`src/rtl/vtdc_pkg.sv`:
```
package vtdc_pkg;

   localparam int IMAGE_HALF_WIDTH_DEF = 320;

   localparam int CX_W     = 10;
   localparam int DIST_W   = 16;
   localparam int FWD_W    = 11;
   localparam int TURN_W   = 13;
   localparam int MAXT_W   = 12;
   localparam int CTOL_W   = 9;
   localparam int LOST_W   = 8;
   localparam int STATUS_W = 3;
   localparam int MODE_W   = 2;
   localparam int CSR_IDX_W  = 3;
   localparam int CSR_DATA_W = 16;

   typedef enum logic [MODE_W-1:0] {
      MODE_SEARCH   = 2'd0,
      MODE_TRACK    = 2'd1,
      MODE_APPROACH = 2'd2,
      MODE_HALT     = 2'd3
   } mode_type;

   typedef enum logic [STATUS_W-1:0] {
      ST_SEARCHING  = 3'd0,
      ST_LEFT       = 3'd1,
      ST_CENTRE     = 3'd2,
      ST_RIGHT      = 3'd3,
      ST_LOST_BRIEF = 3'd4,
      ST_LOST       = 3'd5
   } status_type;

   localparam logic [CSR_IDX_W-1:0] CSR_SEARCH_TURN = 3'd0;
   localparam logic [CSR_IDX_W-1:0] CSR_MAX_TURN    = 3'd1;
   localparam logic [CSR_IDX_W-1:0] CSR_MAX_FWD     = 3'd2;
   localparam logic [CSR_IDX_W-1:0] CSR_CREEP       = 3'd3;
   localparam logic [CSR_IDX_W-1:0] CSR_CENTRE_TOL  = 3'd4;
   localparam logic [CSR_IDX_W-1:0] CSR_DEPTH_TGT   = 3'd5;
   localparam logic [CSR_IDX_W-1:0] CSR_DEPTH_TOL   = 3'd6;
   localparam logic [CSR_IDX_W-1:0] CSR_LOST_LIMIT  = 3'd7;

   localparam logic signed [TURN_W-1:0] SEARCH_TURN_RST = -13'sd1000;
   localparam logic [MAXT_W-1:0]        MAX_TURN_RST    = 12'd1250;
   localparam logic [FWD_W-1:0]         MAX_FWD_RST     = 11'd400;
   localparam logic [FWD_W-1:0]         CREEP_RST       = 11'd50;
   localparam logic [CTOL_W-1:0]        CENTRE_TOL_RST  = 9'd30;
   localparam logic [DIST_W-1:0]        DEPTH_TGT_RST   = 16'd200;
   localparam logic [DIST_W-1:0]        DEPTH_TOL_RST   = 16'd50;
   localparam logic [LOST_W-1:0]        LOST_LIMIT_RST  = 8'd5;

endpackage

```
`src/rtl/visual_tracking_drive_controller.sv`:
```
// visual tracking drive controller
// one request transfer per control tick: detected flag, box centre x, distance,
// restart and cancel. one response transfer per request: forward speed, turn
// rate, status code, mode after the tick and the arrival flag.
// both channels use valid/stall; a transfer happens when valid is high and
// stall is low. configuration goes through csr_write_en/csr_index/csr_wdata
// and must only be written while no request is in flight.
// a request taken into the input register passes through the response register
// before it shows on the response channel. throughput is one tick per cycle
// while the response side does not stall: the steering product is formed
// as the request is registered and the mode machine, divide-by-half-width and
// command clamps run from the input register into the response register.
// when the response side stalls, the response register holds and the input
// register holds its waiting tick; req_stall rises only when both are full.
// reset (synchronous, active high) empties both stages, puts the machine in
// search with no sighting, no misses and a zero held command, and loads the
// default register values.
module visual_tracking_drive_controller
   import vtdc_pkg::*;
#(
   parameter int IMAGE_HALF_WIDTH = IMAGE_HALF_WIDTH_DEF
) (
   input  logic                         clock,
   input  logic                         reset,
   input  logic                         req_valid,
   output logic                         req_stall,
   input  logic                         req_detected,
   input  logic [CX_W-1:0]              req_center_x,
   input  logic [DIST_W-1:0]            req_distance_mm,
   input  logic                         req_restart,
   input  logic                         req_cancel,
   output logic                         rsp_valid,
   input  logic                         rsp_stall,
   output logic [FWD_W-1:0]             rsp_forward_speed,
   output logic signed [TURN_W-1:0]     rsp_turn_rate,
   output logic [STATUS_W-1:0]          rsp_status,
   output logic [MODE_W-1:0]            rsp_mode,
   output logic                         rsp_done_res,
   input  logic                         csr_write_en,
   input  logic [CSR_IDX_W-1:0]         csr_index,
   input  logic [CSR_DATA_W-1:0]        csr_wdata
);

   // offset from centre: cx - half width, magnitude up to max(half, 1023 - half)
   localparam int ERR_W   = $clog2(IMAGE_HALF_WIDTH + 1024) + 1;
   localparam int A_W     = $clog2(IMAGE_HALF_WIDTH + 1);
   localparam int P_W     = A_W + MAXT_W;
   localparam int SHIFT   = P_W + $clog2(IMAGE_HALF_WIDTH);
   localparam int RECIP_W = P_W + 1;
   localparam longint unsigned RECIP_L =
      ((64'd1 << SHIFT) + IMAGE_HALF_WIDTH - 1) / IMAGE_HALF_WIDTH;
   localparam logic [RECIP_W-1:0] RECIP = RECIP_L[RECIP_W-1:0];
   localparam logic [ERR_W-1:0]   HALF_E = ERR_W'(IMAGE_HALF_WIDTH);
   localparam logic [A_W-1:0]     HALF_A = A_W'(IMAGE_HALF_WIDTH);

   // configuration registers
   logic signed [TURN_W-1:0] search_turn_ff;
   logic [MAXT_W-1:0]        max_turn_ff;
   logic [FWD_W-1:0]         max_fwd_ff;
   logic [FWD_W-1:0]         creep_ff;
   logic [CTOL_W-1:0]        centre_tol_ff;
   logic [DIST_W-1:0]        depth_tgt_ff;
   logic [DIST_W-1:0]        depth_tol_ff;
   logic [LOST_W-1:0]        lost_limit_ff;

   // input stage
   logic                s1_valid_ff;
   logic                s1_det_ff;
   logic [CX_W-1:0]     s1_cx_ff;
   logic [DIST_W-1:0]   s1_dist_ff;
   logic                s1_restart_ff;
   logic                s1_cancel_ff;
   logic [P_W-1:0]      s1_prod_ff;

   // controller state
   mode_type                 mode_ff, mode_in;
   logic                     seen_ff, seen_in;
   logic [LOST_W-1:0]        miss_ff, miss_in;
   logic [FWD_W-1:0]         held_fwd_ff, held_fwd_in;
   logic signed [TURN_W-1:0] held_turn_ff, held_turn_in;

   // response register
   logic                out_valid_ff;
   logic [FWD_W-1:0]    out_fwd_ff;
   logic [TURN_W-1:0]   out_turn_ff;
   status_type          out_status_ff, status_in;
   mode_type            out_mode_ff;
   logic                out_done_ff, done_in;

   logic advance;
   logic req_take;
   logic s1_move;

   assign advance   = ~out_valid_ff | ~rsp_stall;
   assign req_stall = s1_valid_ff & ~advance;
   assign req_take  = req_valid & ~req_stall;
   assign s1_move   = s1_valid_ff & advance;

   // first stage: |offset| clipped to half width, times max turn
   logic signed [ERR_W-1:0] in_err;
   logic [ERR_W-1:0]        in_abs;
   logic [A_W-1:0]          in_a;

   always_comb begin
      in_err = $signed(ERR_W'(req_center_x)) - $signed(HALF_E);
      in_abs = in_err[ERR_W-1] ? ERR_W'(-in_err) : ERR_W'(in_err);
      in_a   = (in_abs > HALF_E) ? HALF_A : in_abs[A_W-1:0];
   end

   always_ff @(posedge clock) begin
      if (reset) begin
         s1_valid_ff <= 1'b0;
      end else if (req_take) begin
         s1_valid_ff <= 1'b1;
      end else if (advance) begin
         s1_valid_ff <= 1'b0;
      end
      if (req_take) begin
         s1_det_ff     <= req_detected;
         s1_cx_ff      <= req_center_x;
         s1_dist_ff    <= req_distance_mm;
         s1_restart_ff <= req_restart;
         s1_cancel_ff  <= req_cancel;
         s1_prod_ff    <= P_W'(in_a) * P_W'(max_turn_ff);
      end
   end

   always_ff @(posedge clock) begin
      if (reset) begin
         search_turn_ff <= SEARCH_TURN_RST;
         max_turn_ff    <= MAX_TURN_RST;
         max_fwd_ff     <= MAX_FWD_RST;
         creep_ff       <= CREEP_RST;
         centre_tol_ff  <= CENTRE_TOL_RST;
         depth_tgt_ff   <= DEPTH_TGT_RST;
         depth_tol_ff   <= DEPTH_TOL_RST;
         lost_limit_ff  <= LOST_LIMIT_RST;
      end else if (csr_write_en) begin
         case (csr_index)
            CSR_SEARCH_TURN: search_turn_ff <= $signed(csr_wdata[TURN_W-1:0]);
            CSR_MAX_TURN:    max_turn_ff    <= csr_wdata[MAXT_W-1:0];
            CSR_MAX_FWD:     max_fwd_ff     <= csr_wdata[FWD_W-1:0];
            CSR_CREEP:       creep_ff       <= csr_wdata[FWD_W-1:0];
            CSR_CENTRE_TOL:  centre_tol_ff  <= csr_wdata[CTOL_W-1:0];
            CSR_DEPTH_TGT:   depth_tgt_ff   <= csr_wdata;
            CSR_DEPTH_TOL:   depth_tol_ff   <= csr_wdata;
            CSR_LOST_LIMIT:  lost_limit_ff  <= csr_wdata[LOST_W-1:0];
            default: ;
         endcase
      end
   end

   // second stage: divide by half width through the reciprocal, exact for P_W bits
   logic [P_W+RECIP_W-1:0]   scaled;
   logic [MAXT_W-1:0]        steer_mag;
   logic signed [TURN_W-1:0] steer;
   logic signed [ERR_W-1:0]  err;
   logic [ERR_W-1:0]         err_abs;
   logic [ERR_W-1:0]         tol_e;
   logic signed [DIST_W:0]   derr;
   logic [DIST_W-1:0]        derr_abs;
   logic [LOST_W:0]          miss_next;
   mode_type                 mode_eff;

   always_comb begin
      scaled    = (P_W+RECIP_W)'(s1_prod_ff) * (P_W+RECIP_W)'(RECIP);
      steer_mag = scaled[SHIFT +: MAXT_W];
      err       = $signed(ERR_W'(s1_cx_ff)) - $signed(HALF_E);
      err_abs   = err[ERR_W-1] ? ERR_W'(-err) : ERR_W'(err);
      // steering sign is opposite to the offset
      steer     = err[ERR_W-1] ? $signed({1'b0, steer_mag})
                               : -$signed({1'b0, steer_mag});
      tol_e     = ERR_W'(centre_tol_ff);
      derr      = $signed({1'b0, s1_dist_ff}) - $signed({1'b0, depth_tgt_ff});
      derr_abs  = derr[DIST_W] ? (depth_tgt_ff - s1_dist_ff) : (s1_dist_ff - depth_tgt_ff);
      miss_next = {1'b0, miss_ff} + 1'b1;

      mode_in      = mode_ff;
      seen_in      = seen_ff;
      miss_in      = miss_ff;
      held_fwd_in  = held_fwd_ff;
      held_turn_in = held_turn_ff;
      status_in    = ST_SEARCHING;
      done_in      = 1'b0;
      mode_eff     = mode_ff;

      if (s1_cancel_ff) begin
         mode_in      = MODE_HALT;
         held_fwd_in  = '0;
         held_turn_in = '0;
      end else begin
         if (s1_restart_ff) begin
            mode_eff     = MODE_SEARCH;
            mode_in      = MODE_SEARCH;
            seen_in      = 1'b0;
            miss_in      = '0;
            held_fwd_in  = '0;
            held_turn_in = '0;
         end

         if (s1_det_ff) begin
            if (err_abs > tol_e) begin
               status_in = err[ERR_W-1] ? ST_LEFT : ST_RIGHT;
            end else begin
               status_in = ST_CENTRE;
            end
            seen_in = 1'b1;
            miss_in = '0;
         end else if (seen_in) begin
            if (miss_next > {1'b0, lost_limit_ff}) begin
               status_in = ST_LOST;
               miss_in   = '0;
            end else begin
               status_in = ST_LOST_BRIEF;
               miss_in   = miss_next[LOST_W-1:0];
            end
         end

         case (mode_eff)
            MODE_SEARCH: begin
               held_fwd_in  = creep_ff;
               held_turn_in = search_turn_ff;
               if (s1_det_ff) begin
                  mode_in = MODE_TRACK;
               end
            end
            MODE_TRACK: begin
               if (s1_det_ff) begin
                  held_fwd_in  = creep_ff;
                  held_turn_in = steer;
                  if (err_abs < tol_e) begin
                     mode_in = MODE_APPROACH;
                  end
               end
            end
            MODE_APPROACH: begin
               if (s1_det_ff) begin
                  if (err_abs > tol_e) begin
                     mode_in = MODE_TRACK;
                  end else begin
                     held_turn_in = '0;
                     if (derr[DIST_W]) begin
                        held_fwd_in = '0;
                     end else if (derr_abs > DIST_W'(max_fwd_ff)) begin
                        held_fwd_in = max_fwd_ff;
                     end else begin
                        held_fwd_in = derr_abs[FWD_W-1:0];
                     end
                     if (derr_abs < depth_tol_ff) begin
                        held_fwd_in = '0;
                        mode_in     = MODE_HALT;
                        done_in     = 1'b1;
                     end
                  end
               end
            end
            default: begin
               held_fwd_in  = '0;
               held_turn_in = '0;
            end
         endcase
      end
   end

   always_ff @(posedge clock) begin
      if (reset) begin
         mode_ff      <= MODE_SEARCH;
         seen_ff      <= 1'b0;
         miss_ff      <= '0;
         held_fwd_ff  <= '0;
         held_turn_ff <= '0;
         out_valid_ff <= 1'b0;
      end else begin
         if (s1_move) begin
            mode_ff      <= mode_in;
            seen_ff      <= seen_in;
            miss_ff      <= miss_in;
            held_fwd_ff  <= held_fwd_in;
            held_turn_ff <= held_turn_in;
         end
         if (advance) begin
            out_valid_ff <= s1_valid_ff;
         end
      end
      if (s1_move) begin
         out_fwd_ff    <= held_fwd_in;
         out_turn_ff   <= held_turn_in;
         out_status_ff <= status_in;
         out_mode_ff   <= mode_in;
         out_done_ff   <= done_in;
      end
   end

   assign rsp_valid         = out_valid_ff;
   assign rsp_forward_speed = out_fwd_ff;
   assign rsp_turn_rate     = $signed(out_turn_ff);
   assign rsp_status        = out_status_ff;
   assign rsp_mode          = out_mode_ff;
   assign rsp_done_res      = out_done_ff;

endmodule

```
`config.mk`:
```
export PLATFORM = sky130hd
export DESIGN_NAME = visual_tracking_drive_controller
export DESIGN_NICKNAME = d
export VERILOG_FILES = /design/src/rtl/vtdc_pkg.sv /design/src/rtl/visual_tracking_drive_controller.sv
export SDC_FILE = /design/constraint.sdc
export NUM_CORES = 1
export LEC_CHECK = 0
export BUFFER_PORTS_ARGS = -buffer_cell sky130_fd_sc_hd__buf_2
export CORE_ASPECT_RATIO = 1.2
export CORE_MARGIN = 3
export CORE_UTILIZATION = 55
export DETAILED_ROUTE_END_ITERATION = 12
export PLACE_DENSITY = 0.72
export SLEW_MARGIN = 20
export SYNTH_ARGS = -nofsm -noshare
export SYNTH_HDL_FRONTEND = slang
export SYNTH_SLANG_ARGS = --single-unit
```
`constraint.sdc`:
```
create_clock -name clock -period 9.3 [get_ports clock]
set_input_delay 0 -clock clock [delete_from_list [all_inputs] [get_ports clock]]
set_output_delay 0 -clock clock [all_outputs]
set_load 0.01 [all_outputs]
```
# Word level (Yosys, flattened, before mapping)
# Cells that the tools add are included.
[word_totals]
mem_bits_ro = 0
out_inout_bits = 32
input_bits = 53
latch_bits = 0
regBits = 213
memories = 0
word_cells = 123
ramBits = 0
[op_classes]
reduce_logical = 15
mul = 2
eq_ne = 9
div = 0
magnitude_cmp = 6
addsub = 9
n_mux = 45
n_shift = 0
bitwise_logic = 11
[op_table]
columns = ["op", "count"]
rows = [
  ["11-bit 2-to-1 mux", 8],
  ["13-bit 2-to-1 mux", 6],
  ["21-bit by 20-bit multiplier with 40-bit output (second input constant)", 1],
  ["13-bit case mux with 3 select lines", 1],
  ["11-bit case mux with 3 select lines", 1],
  ["8-bit 2-to-1 mux", 4],
  ["16-bit subtractor", 2],
  ["12-bit 2-to-1 mux", 2],
  ["11-bit negation with 12-bit output", 2],
  ["2-bit 2-to-1 mux", 11],
  ["10-bit by 9-bit subtractor with 11-bit output (second input constant)", 2],
  ["9-bit by 12-bit multiplier with 21-bit output", 1],
  ["2-bit AND reduction", 9],
  ["16-bit by 16-bit subtractor with 17-bit output", 1],
  ["16-bit by 11-bit greater-than comparator with 1-bit output", 1],
  ["16-bit less-than comparator", 1],
  ["16-bit 2-to-1 mux", 1],
  ["12-bit negation with 13-bit output", 1],
  ["3-bit equality test (second input constant)", 4],
  ["12-bit by 9-bit greater-than comparator with 1-bit output", 1],
  ["12-bit by 9-bit greater-than comparator with 1-bit output (second input constant)", 1],
  ["12-bit by 9-bit less-than comparator with 1-bit output", 1],
  ["8-bit by 1-bit adder with 9-bit output (second input constant)", 1],
  ["9-bit by 8-bit greater-than comparator with 1-bit output", 1],
  ["17 further kinds", 33],
]

# Depth between registers and ports, before layout
# Gate-level depths: netlist of the first run.
[depth]
ltp_word = 10
ltp_mapped = 33

# Least setup slack after synthesis of the first run
# No wires, ideal clock.
[synth_path]
path_kind = "register to register"
from = "reg s1_prod_ff[6]"
to = "reg out_turn_ff[4], in the netlist rsp_turn_rate[4] (data pin)"
n_path_buf = 1
period_less_slack_ns = 7.469
stages_incl_launch_ff = 28
setup_slack_ns = 1.831
arrival_ns = 7.203
cell_sequence = "edfxtp_1 -> ha_1 -> clkbuf_1 -> xor2_1 -> ha_1 -> a21o_1 -> fa_1 -> fa_1 -> inv_1 -> fa_1 -> inv_1 -> fa_1 -> ha_1 -> ha_1 -> and3_1 -> a221o_1 -> a221oi_2 -> or4b_1 -> nand3_1 -> ha_1 -> nor2b_1 -> nand3_1 -> mux2_2 -> o211ai_1 -> a21oi_1 -> xnor2_1 -> a222oi_1 -> nor2_1"
[synth_via]
elab_chain_cells = 6
[synth_lines]
columns = ["item", "line", "text"]
rows = [
  ["start, declared", "visual_tracking_drive_controller.sv:73", "logic [P_W-1:0] s1_prod_ff;"],
  ["start signal, assigned", "visual_tracking_drive_controller.sv:124", "s1_prod_ff <= P_W'(in_a) * P_W'(max_turn_ff);"],
  ["21-bit by 20-bit multiplier with 40-bit output *", "visual_tracking_drive_controller.sv:166", "scaled = (P_W+RECIP_W)'(s1_prod_ff) * (P_W+RECIP_W)'(RECIP);"],
  ["12-bit negation with 13-bit output", "visual_tracking_drive_controller.sv:172", ": -$signed({1'b0, steer_mag});"],
  ["13-bit 2-to-1 mux *", "visual_tracking_drive_controller.sv:171", "steer = err[ERR_W-1] ? $signed({1'b0, steer_mag})"],
  ["13-bit 2-to-1 mux *", "visual_tracking_drive_controller.sv:228", "if (s1_det_ff) begin"],
  ["13-bit case mux with 3 select lines *", "visual_tracking_drive_controller.sv:219", "case (mode_eff)"],
  ["13-bit 2-to-1 mux *", "visual_tracking_drive_controller.sv:187", "if (s1_cancel_ff) begin"],
  ["net held_turn_in[4]", "visual_tracking_drive_controller.sv:80", "logic signed [TURN_W-1:0] held_turn_ff, held_turn_in;"],
  ["end signal, assigned", "visual_tracking_drive_controller.sv:287", "out_turn_ff <= held_turn_in;"],
  ["end, declared", "visual_tracking_drive_controller.sv:85", "logic [TURN_W-1:0] out_turn_ff;"],
]
# The timed path passes the listed nets; every way through them passes the cells marked *.
# A chain may end at the register's enable or synchronous reset.

# Worst setup path after layout of the first run
[layout_path]
from = "reg s1_prod_ff[5]"
to = "reg out_turn_ff[4], in the netlist rsp_turn_rate[4] (data pin)"
# The elaborated chain is that of the path after synthesis.

==> qor.yml, run 1 <==
initialDrtViolationCount: 1204
grt_pass1_vias: 19300
finalSetupTns_ns: 0
gp_congestion: 0.986
place.port_buffers: 84
synth-edff-count: 80
pre_cts_slack_ns: 1.18
ys_seq_area_share_pct: 22.1
yosys.area.top_type_share_pct: 18.3
cts-resized-gates: 0
rsz0062_at_grt: "no"
maxCapViolCount: 0
io_pins: 85
placed_area_um2: 23700
ant_nets: 0
stdcell_count: 3179
ys_ff_latch: 213
fin_nets: 3209
fin_ws_ns: 1.19
area_growth_pct: 9.35
fin_crit_ns: 8.11
dp_cells: 3081
criticalPathCategory: "flip-flop to flip-flop"
fp-row-count: 81
finalHoldViolations: 0
clock_skew_ns: 0.0185
setup_viol: 0
drtPass1Iterations: 6
cts.path.max_buffers: 3
yosys_warnings: 0
multi_input_area_um2: 15800
period_share_pct: 87.2
syn_inst: 2544
dp_hpwl_mm: 50.3
cp_common_cell: "ha_1"
synth_common_cells: "410 x inv_1, 327 x ha_1, 305 x nand2_1"
cts_made_buffers: 24
die_w_um: 192
worstSkewPairLatency_ns: 0.54
outcome: "complete, no violations"
arrival_ns: 8.38
post-route-cell-area_um2: 25000
via_per_inst: 5.78
antenna_found_initial: 2
yosysMostFrequentCell: "inv_1"
worst-slew-pin-transition_ns: 1.16
finalWirelength_mm: 63.3
wl_per_cell_um: 19.9
max_freq_ghz: 0.123
hp-class: "input port to flip-flop"
cp.required_ns: 9.57
yosysTopAreaCell: "fa_1"
max_slew_margin_pct: 22.8
tritoncts: "done"
crit_chain: "ha_1 -> xor2_1 -> ha_1 -> a21o_1 -> fa_1 -> fa_1 -> fa_1 -> fa_1 -> ha_1 -> ha_1 -> a21o_1 -> a221o_1 -> a221oi_2 -> or4b_1 -> nand3_1 -> ha_1 -> nor2b_1 -> nand3_1 -> mux2_2 -> o211ai_1 -> a21oi_1 -> xnor2_1 -> a222oi_1 -> nor2_1"
ff_latch_area_um2: 5060
avgSynthCellArea_um2: 9.00
n_fill_cell: 3541
ys.flop_type: "dfxtp_1"
grt_pass1_wl_mm: 103
synthArstFlopShare_pct: 0
drive_gt1_share_pct: 6.82
h-tree-depth: 1
drc_errors: 0
dieArea_um2: 44100
crit_slowest_cell: "a221oi_2"
die_h_um: 229
ys_top_cells_by_area: "fa_1 18%, ha_1 18%, dfxtp_1 12%"
maxSlewViolCount: 0
initial_core_util_pct: 55.9
grt_max_degree: 98
grt_usage_pct: 29.4
yosysUniqueCellTypes: 88
cts-root-buf: "clkbuf_16"
crit_path_max_fanout: 7
critPathMaxStageDelay_ns: 0.54
cts_hold_buffers: 52
core_area_um2: 40900
path_clk_slew_ns: 0.06
endpoint_kind: "flip-flop"
post-cts-setup-buffers: 0
gr-total-overflow: 0
start_kind: "flip-flop"
num_vias: 18400
syn_area_um2: 22900
clock-sinks: 213
syn-num-nets: 3133
worst paths after layout:
kind | cells past startpoint | startpoint | end | slack [ns]
setup / recovery | 24 | s1_prod_ff[5] | rsp_turn_rate[4] | 1.19
hold / removal | 4 | csr_write_en | lost_limit_ff[2] | 0.08
setup reg to reg | 24 | s1_prod_ff[5] | rsp_turn_rate[4] | 1.19
hold reg to reg | 2 | creep_ff[2] | creep_ff[2] | 0.46
flip-flops by register name (all words and copies together), names as in the netlist, 2 cells and up:
register / count
rsp_forward_speed: 11
miss_ff: 8
creep_ff: 11
lost_limit_ff: 8
s1_dist_ff: 16
s1_prod_ff: 21
max_turn_ff: 12
centre_tol_ff: 9
held_fwd_ff: 11
mode_ff: 2
depth_tgt_ff: 16
rsp_turn_rate: 13
search_turn_ff: 13
depth_tol_ff: 16
held_turn_ff: 13
max_fwd_ff: 11
rsp_mode: 2
rsp_status: 3
s1_cx_ff: 10
placed cells by master, fill, tap and decap left out, types with 13 or more instances in the layout:
cell           count
inv_1            410
ha_1             327
nand2_1          305
fa_1             209
a21oi_1          156
dfxtp_1          133
nor2_1           126
buf_2             83
edfxtp_1          80
and2_1            79
o21ai_0           55
dlygate4sd3_1     52
xnor2_1           50
a21o_1            40
xor2_1            33
o21a_1            30
nand3_1           29
a22o_1            25
clkbuf_16         25
nor2b_1           23
nor3_1            22
nand4_1           21
a211o_1           21
nand3b_1          20
a31oi_1           18
a211oi_1          18
and3_1            15
mux2i_1           15
o211ai_1          14
buf_4             14
nand2b_1          13
a221o_1           13
logic make-up after synthesis:
family,synth area share [%]
AO/OA/AOI/OAI,14.4
multiplexers,0.951
buffers and inverters,8.65
flip-flops,22.1
XOR/XNOR,3.18
AND/OR/NAND/NOR,14.5
adder cells (fa/ha/maj),36.2
cell type report:
type	instances	share of cell area [%]
Multi-Input combinational cell	1820	63.3
Sequential cell	213	20.2
Inverter	412	6.18
Timing Repair Buffer	149	4.16
Clock buffer	30	2.69
Tap cell	539	2.69
Clock inverter	14	0.690
Antenna cell	2	0.0200
per-layer routing:
layer  part of all wire [%]  vias up  global-route usage, %
met5                      0        -                      0
met4                    4.0        0                   10.5
met3                    5.7      145                   3.28
met2                     50      623                   51.0
met1                     41     8931                   37.9
li1                       -     8665                      -
critical path, delay by kind of cell (launching register included):
family	cells	cell delay, ns
compound gates	7	2.03
mux	1	0.28
simple gates	5	1.06
xor+xnor	2	0.37
fa+ha+maj	9	3.61
flops	1	0.52
stage by stage:
step	hold WS (ns)	util, %
5_1_grt	0.110	61.1
2_1_floorplan	0.0989	-
4_1_cts	0.0599	61.1
3_5_place_dp	0.178	57.8
3_3_place_gp	0.177	57.8
6_report	0.0818	61.1
Power of run 1 is not shown: default switching activity piles up to over one toggle a cycle in this logic, so the estimate is an artifact.
==> inputs of run 2 (changes only) <==
MAX_ROUTING_LAYER = met4   (was unset)
==> qor.yml, run 2 (synthesis gave the netlist of run 1 again) <==
hp-class: "input port to flip-flop"
period_share_pct: 87.5
stdcell_count: 3177
area_growth_pct: 9.44
worstSkewPairLatency_ns: 0.54
max_slew_margin_pct: 25.3
grt_pass1_vias: 19300
worst-slew-pin-transition_ns: 1.12
antenna_found_initial: 1
gp_congestion: 0.962
die_w_um: 192
cts-root-buf: "clkbuf_16"
outcome: "complete, no violations"
cp.required_ns: 9.56
finalSetupTns_ns: 0
drtPass1Iterations: 6
critPathMaxStageDelay_ns: 0.54
final_common_cell: "inv_1"
core_area_um2: 40900
regMostFlops: "s1_prod_ff"
io_pins: 85
clock-sinks: 213
wl_per_cell_um: 19.8
via_per_inst: 5.76
num_vias: 18300
die_h_um: 229
initialDrtViolationCount: 1096
start_kind: "flip-flop"
initial_core_util_pct: 55.9
ant_nets: 0
maxSlewViolCount: 0
rsz0062_at_grt: "no"
endpoint_kind: "flip-flop"
grt_usage_pct: 30.1
tritoncts: "done"
setup_viol: 0
drc_errors: 0
layout_common_cells: "410 x inv_1, 327 x ha_1, 305 x nand2_1"
gr-total-overflow: 0
clock_skew_ns: 0.0138
fin_crit_ns: 8.14
path_clk_slew_ns: 0.06
hold_ws_ns: 0.0814
max_freq_ghz: 0.123
criticalPathCategory: "flip-flop to flip-flop"
crit_path_max_fanout: 7
arrival_ns: 8.40
place.port_buffers: 84
grt_pass1_wl_mm: 102
cts_made_buffers: 25
post-cts-setup-buffers: 0
fp-row-count: 81
drive_gt1_share_pct: 6.79
crit_slowest_cell: "fa_1"
finalWirelength_mm: 62.9
dp_hpwl_mm: 50.1
dieArea_um2: 44100
fin_nets: 3209
maxCapViolCount: 0
finalHoldViolations: 0
cp_common_cell: "ha_1"
path_buf_inv: 2
largest_register_ffs: 21
cts.path.max_buffers: 3
dp_cells: 3081
crit_family: "adder cells"
h-tree-depth: 1
grt_max_degree: 72
==> run 2: path summary, 6_finish.rpt <==
| kind | start | end | slack, ns | cells after the start |
|---|---|---|---|---|
| setup / recovery | s1_prod_ff[6] | rsp_turn_rate[4] | 1.16 | 26 |
| hold / removal | csr_write_en | lost_limit_ff[0] | 0.08 | 4 |
| setup reg to reg | s1_prod_ff[6] | rsp_turn_rate[4] | 1.16 | 26 |
| hold reg to reg | depth_tol_ff[10] | depth_tol_ff[10] | 0.45 | 2 |
==> run 2: worst register-to-register path: stages (launching register included) <==
cell	delay [ns]
edfxtp_1	0.51
ha_1	0.49
xor2_1	0.20
ha_1	0.20
a21o_1	0.16
fa_1	0.50
fa_1	0.54
inv_1	0.05
fa_1	0.53
inv_1	0.05
fa_1	0.48
ha_1	0.32
ha_1	0.36
and3_1	0.19
a221o_1	0.34
a221oi_2	0.54
or4b_1	0.54
nand3_1	0.15
ha_1	0.22
nor2b_1	0.18
nand3_1	0.10
mux2_2	0.28
o211ai_1	0.22
a21oi_1	0.14
xnor2_1	0.15
a222oi_1	0.38
nor2_1	0.07
==> run 2: area by class of cell <==
type	instances	area, um2
fill	3547	15900
multi-input combinational	1820	15800
sequential	213	5060
inverter	412	1550
timing repair buffer	148	1030
clock buffer	32	738
tap	539	674
clock inverter	12	141
antenna	1	2.50
==> run 2: metal layers <==
metal	global-route usage (%)	vias up	part of all wire (%)
li1	-	8660	-
met1	37.1	8959	41
met2	51.9	557	50
met3	3.74	128	5.4
met4	8.34	0	2.9
met5	-	-	0
==> run 2: through the flow <==
stage / utilization [%] / area [um2] / setup slack (ns)
3_3_place_gp: 57.8 / 23700 / 1.34
5_1_grt: 61.2 / 25000 / 0.673
6_report: 61.2 / 25000 / 1.16
2_1_floorplan: - / 22900 / 1.83
4_1_cts: 61.2 / 25000 / 1.21
3_5_place_dp: 57.8 / 23700 / 1.21
==> run 2: what timing repair did <==
item / 4_1_cts / 5_1_grt
hold buffers: 51 / 0
hold endpoints to repair: 132 / 0
resized for setup: 0 / 0
Power of run 2 is left out for the same reason.
